==> src/rtl/odometry_gate_and_smoother_unit_defines.svh <==
// Assertion macros used by the odometry gate and smoother top level.
`ifndef ODOMETRY_GATE_AND_SMOOTHER_UNIT_DEFINES_SVH
`define ODOMETRY_GATE_AND_SMOOTHER_UNIT_DEFINES_SVH
// Implication checked on every clock edge outside reset.
`define OGS_ASSERT_IMP(label, clk, rst_n, ante, cons) \
  label: assert property (@(posedge clk) disable iff (!rst_n) (ante) |-> (cons)) \
    else $error("assertion failed");
// Implication whose consequent is checked in the cycle after the antecedent.
`define OGS_ASSERT_NXT(label, clk, rst_n, ante, cons) \
  label: assert property (@(posedge clk) disable iff (!rst_n) (ante) |=> (cons)) \
    else $error("assertion failed");
`endif

==> src/rtl/ogs_pkg.sv <==
// Shared types and constants for the odometry gate and smoother.
package ogs_pkg;

  typedef struct packed {
    logic signed [31:0] pos_x;
    logic signed [31:0] pos_y;
    logic signed [15:0] quat_x;
    logic signed [15:0] quat_y;
    logic signed [15:0] quat_z;
    logic signed [15:0] quat_w;
  } ogs_in_t;

  typedef struct packed {
    logic [1:0]         status;
    logic signed [31:0] est_x;
    logic signed [31:0] est_y;
    logic [15:0]        est_yaw;
    logic signed [15:0] est_quat_z;
    logic signed [15:0] est_quat_w;
  } ogs_out_t;

  localparam logic [1:0] ST_OK   = 2'd0;
  localparam logic [1:0] ST_ZERO = 2'd1;
  localparam logic [1:0] ST_JUMP = 2'd2;

  localparam logic REG_WEIGHT = 1'b0;
  localparam logic REG_LIMIT  = 1'b1;

  localparam int TabLen = 24;
  localparam logic signed [35:0] CordicGainQ30 = 36'sd652032874;

  // atan(2^-i) in units of 2^-32 turn
  function automatic logic [31:0] atan_tab(input logic [4:0] i);
    case (i)
      5'd0: atan_tab = 32'd536870912;
      5'd1: atan_tab = 32'd316933406;
      5'd2: atan_tab = 32'd167458907;
      5'd3: atan_tab = 32'd85004756;
      5'd4: atan_tab = 32'd42667331;
      5'd5: atan_tab = 32'd21354465;
      5'd6: atan_tab = 32'd10679838;
      5'd7: atan_tab = 32'd5340245;
      5'd8: atan_tab = 32'd2670163;
      5'd9: atan_tab = 32'd1335087;
      5'd10: atan_tab = 32'd667544;
      5'd11: atan_tab = 32'd333772;
      5'd12: atan_tab = 32'd166886;
      5'd13: atan_tab = 32'd83443;
      5'd14: atan_tab = 32'd41722;
      5'd15: atan_tab = 32'd20861;
      5'd16: atan_tab = 32'd10430;
      5'd17: atan_tab = 32'd5215;
      5'd18: atan_tab = 32'd2608;
      5'd19: atan_tab = 32'd1304;
      5'd20: atan_tab = 32'd652;
      5'd21: atan_tab = 32'd326;
      5'd22: atan_tab = 32'd163;
      5'd23: atan_tab = 32'd81;
      default: atan_tab = 32'd0;
    endcase
  endfunction

  // Shared CORDIC control from the sequencer.
  typedef struct packed {
    logic       load;
    logic       vect;
    logic [4:0] step;
  } ogs_cordic_ctl_t;

endpackage

==> src/rtl/ogs_cordic.sv <==
// Shared iterative CORDIC: vectoring for atan2, rotation for half sin/cos.
module ogs_cordic #(
  parameter int ANGLE_BITS = 16
) (
  input  logic                  clk_i,
  input  ogs_pkg::ogs_cordic_ctl_t ctl_i,
  input  logic signed [35:0]    x0_i,
  input  logic signed [35:0]    y0_i,
  input  logic signed [ANGLE_BITS+1:0] z0_i,
  output logic signed [35:0]    x_o,
  output logic signed [35:0]    y_o,
  output logic signed [ANGLE_BITS+1:0] z_o
);
  import ogs_pkg::*;

  localparam int ZW = ANGLE_BITS + 2;

  logic signed [35:0] x_q, y_q, x_d, y_d, xs, ys;
  logic signed [ZW-1:0] z_q, z_d, a;
  logic [32:0] rnd;
  logic [4:0] sh;
  logic up;

  // Angle step rounded half up to the working unit
  always_comb begin
    sh  = ctl_i.vect ? 5'(32 - ANGLE_BITS) : 5'(31 - ANGLE_BITS);
    rnd = ({1'b0, atan_tab(ctl_i.step)} + (33'd1 << (sh - 5'd1))) >> sh;
    a   = ZW'(signed'({1'b0, rnd}));
    xs  = x_q >>> ctl_i.step;
    ys  = y_q >>> ctl_i.step;
    up  = ctl_i.vect ? (y_q > 0) : (z_q >= 0);
    if (ctl_i.vect ? up : up) begin
      if (ctl_i.vect) begin
        x_d = x_q + ys; y_d = y_q - xs; z_d = z_q + a;
      end else begin
        x_d = x_q - ys; y_d = y_q + xs; z_d = z_q - a;
      end
    end else begin
      if (ctl_i.vect) begin
        x_d = x_q - ys; y_d = y_q + xs; z_d = z_q - a;
      end else begin
        x_d = x_q + ys; y_d = y_q - xs; z_d = z_q + a;
      end
    end
  end

  always_ff @(posedge clk_i) begin
    if (ctl_i.load) begin
      x_q <= x0_i; y_q <= y0_i; z_q <= z0_i;
    end else begin
      x_q <= x_d; y_q <= y_d; z_q <= z_d;
    end
  end

  assign x_o = x_q;
  assign y_o = y_q;
  assign z_o = z_q;
endmodule
==> config.mk <==
export PLATFORM = sky130hd
export DESIGN_NAME = ogs_cordic
export DESIGN_NICKNAME = d
export VERILOG_FILES = /design/src/rtl/odometry_gate_and_smoother_unit_defines.svh /design/src/rtl/ogs_pkg.sv /design/src/rtl/ogs_cordic.sv
export SDC_FILE = /design/constraint.sdc
export NUM_CORES = 1
export LEC_CHECK = 0
export ABC_AREA = 1
export ABC_CLOCK_PERIOD_IN_PS = 5000
export BUFFER_PORTS_ARGS = -buffer_cell sky130_fd_sc_hd__buf_2
export CAP_MARGIN = 20
export CORE_MARGIN = 2
export CORE_UTILIZATION = 40
export CTS_CLUSTER_SIZE = 40
export DETAILED_ROUTE_END_ITERATION = 8
export PLACE_DENSITY = 0.64
export SETUP_SLACK_MARGIN = 0.4
export SLEW_MARGIN = 20
export SYNTH_ARGS = -nofsm -noshare
export SYNTH_HDL_FRONTEND = slang
export SYNTH_SLANG_ARGS = --single-unit
==> constraint.sdc <==
create_clock -name clk_i -period 5 [get_ports clk_i]
set_input_delay 0.5 -clock clk_i [delete_from_list [all_inputs] [get_ports clk_i]]
set_output_delay 0.5 -clock clk_i [all_outputs]
set_load 0.03 [all_outputs]
==> flow_summary_export.csv <==
group,metric,value,unit
outcome,outcome,"complete, no violations",
hold_path,min_path_cells,3,
floorplanning,die_h,227,um
logic_synthesis,synth_area_leader_cell,"nand2_1",
final_layout,multi_input_area,15400,um2
clock_tree,clock_path_buffers,2,
setup_path,crit_end,"x_o[27]",
setup_path,critPathArrivalTime,4.60,ns
global_route,grt_usage,31.3,%
logic_synthesis,ys_seq_elements,90,
setup_path,crit_path_end_kind,"register",
placed_design,io_buffers,187,
clock_tree,cts_made_buffers,9,
sta,setup_viol,0,
clock_tree,path_clk_slew,0.08,ns
drt,drt_iter0_drc,2893,
sta,period_share,86.1,%
logic_synthesis,syn_area_per_cell,5.22,um2
setup_path,crit_start,"y_o[32]",
logic_synthesis,synth_top_area_share,24.0,%
floorplanning,coreArea,49100,um2
clock_tree,postCtsSetupBuffers,0,
flow_run,cap_violations,0,
setup_path,timing.rr.start,"y_o[32]",
final_layout,layout_commonest_cell,"nand2_1",
drt,drc,0,
setup_path,slowest_stage,"dfxtp_1",
sta,slew_viol_final,0,
setup_path,ff2ff_setup_slack,0.69,ns
final_layout,instances_no_fill,4576,
floorplanning,ios,188,
global_route,first_global_vias,21700,
setup_path,cp.required,5.29,ns
final_layout,fillCellCount,5619,
global_route,antenna_found_initial,0,
hold_path,hold_start,"y0_i[7]",
setup_path,r2r_cells,21,
sta,maxSlewHeadroom,36.1,%
drt,drtAntennaViolNets,0,
global_route,grt_pass1_wl,124,mm
sta,finalSetupTns,0,ns
final_layout,area_growth,9.19,%
floorplanning,initial_core_util,40.6,%
sta,hold_violations,0,
final_layout,antenna_cells,0,
drt,routed_wl,82.8,mm
power,max-vdd-ir-drop,0.000318,V
logic_synthesis,seq_area_frac_synth,9.05,%
setup_path,worst_path_most_repeated_cell,"nand2_1",
setup_path,crit_chain,"inv_1 > o21ai_0 > mux2i_1 > o21ai_0 > mux2i_1 > o21ai_1 > inv_1 > ha_1 > inv_1 > nand2_1 > nand3_1 > nand2_1 > nand3_1 > nand2_1 > nand2_1 > nand2_1 > nand2_1 > nand2_1 > nand3_1 > nand3_1 > nand2_1",
sta,tightest_slew,0.958,ns
final_layout,mostFrequentLayoutCells,"nand2_1, inv_1, nand3_1",
hold_path,min_path_type,"in2reg",
setup_path,rr_endpoint,"x_o[27]",
final_layout,nNetsFinal,4194,
placed_design,dp_cells,4560,
placed_design,hpwl,68.8,mm
logic_synthesis,async_flop_share,0,%
setup_path,critical_path.max_stage_delay,0.50,ns
global_route,grt.overflow.total,0,
clock_tree,htree_levels,3,
logic_synthesis,synth_warnings,0,
clock_tree,clkLatencyLatePin,0.41,ns
drt,wl_per_cell,18.1,um
drt,vias,24600,
drt,viasPerCell,5.39,
clock_tree,cts_sinks,90,
sta,fin_ws,0.693,ns
logic_synthesis,netlist_top_cells_area,"nand2_1, ha_1, inv_1, nand3_1, dfxtp_1",
sta,fmax,0.232,GHz
power,p_leak,11.8,nW
placed_design,pre_cts_ws,0.383,ns
floorplanning,die_w,227,um
setup_path,cp-start-kind,"register",
logic_synthesis,synthFlopType,"dfxtp_1",
global_route,grt_max_degree,65,
clock_tree,cts_tree,"built",
logic_synthesis,synthesis.instances,3813,
floorplanning,rows,81,
placed_design,postPlaceCellArea,21400,um2
setup_path,cp_max_fo,8,
floorplanning,die_area,51500,um2
logic_synthesis,synth_edf_count,0,
sta,rsz0062_at_grt,"no",
clock_tree,clockRootBuffer,"clkbuf_16",
final_layout,layout-drive-gt1-share,7.98,%
power,power_density,769,nW/um2
setup_path,path_class,"reg2reg",
placed_design,gp_congestion,1.01,
logic_synthesis,ys_types,53,
final_layout,seq_area,1800,um2
sta,fin_crit,4.31,ns
logic_synthesis,synth_area,19900,um2
sta,fin_skew,0.0144,ns
drt,drt_first_pass_iters,6,
final_layout,finish.instance_area,21700,um2
cell type report:
class	count	share of cell area (%)
Clock buffer	10	1.10
Clock inverter	6	0.299
Inverter	551	9.52
Multi-Input combinational cell	3025	70.9
Sequential cell	90	8.29
Tap cell	664	3.82
Timing Repair Buffer	230	6.04
through the flow:
stage / hold slack [ns] / util, % / power (W)
final: 0.281 / 44.3 / 0.0167
after detailed placement: 0.615 / 43.7 / 0.0155
after global placement: 0.592 / 43.7 / 0.0155
after CTS: 0.265 / 44.3 / 0.0164
after global routing: 0.279 / 44.3 / 0.0183
after floorplan: 0.606 / - / 0.0113
routing by layer:
layer  global-route usage [%]  vias to the layer above  wire (um)
met1                     43.3                    11000      37200
met4                     9.78                        0       2790
met3                     4.83                      130       7400
met2                     49.8                     1156      35400
met5                        0                        -          0
li1                         -                    12400          -
worst max-delay path, delay by kind of cell, from the launching register on:
| family | cells | cell delay (ns) |
|---|---|---|
| compound gates | 3 | 1.09 |
| fa+ha+maj | 1 | 0.44 |
| simple gates | 12 | 1.39 |
| mux | 2 | 0.39 |
| flops | 1 | 0.50 |
| buf+inv | 3 | 0.37 |
power by group:
group,switching (W),internal (W)
clock,0.000377,0.000402
sequential,0.000830,0.00108
combinational,0.00981,0.00421
how the worst min path moves through the flow:
stage	to
2_1_floorplan	x_o[34]
3_3_place_gp	z_o[0]
3_5_place_dp	z_o[0]
4_1_cts	y_o[7]
5_1_grt	x_o[35]
6_report	y_o[7]
what timing repair did:
item	in CTS	in global routing
hold buffers	0	0
resized for setup	0	3
endpoints found under the setup margin	0	8
cell usage after synthesis (8+ instances only):
cell type and instances:
nand2_1 1270, inv_1 523, nand3_1 365, nor2_1 317, o21ai_0 303, a21oi_1 212, ha_1 182, dfxtp_1 90
clkbuf_1 80, xor2_1 53, o21ai_1 49, buf_2 44, nor3_1 41, o21bai_1 31, inv_2 27, nand4_1 25
mux2i_1 23, buf_1 19, a22o_1 15, o211ai_1 12, or2_2 12, a31oi_1 10, nand3b_1 9, o21a_1 9
or2_1 8
logic make-up after synthesis:
| logic type | Yosys count | synth area share (%) |
|---|---|---|
| and+or+nand+nor | 2087 | 43.4 |
| buffers and inverters | 699 | 13.6 |
| AOI/OAI and AO/OA | 669 | 18.3 |
| adders and majority gates | 189 | 12.1 |
| DFF | 90 | 9.05 |
| xor gates and xnor gates | 54 | 2.38 |
| muxes | 23 | 1.16 |
| other | 2 | 0.0377 |
sequential cells by signal, summed over array words and instances (netlist names):
name  flops
y_o      36
x_o      36
z_o      18
(Power assumes the default switching activity.)
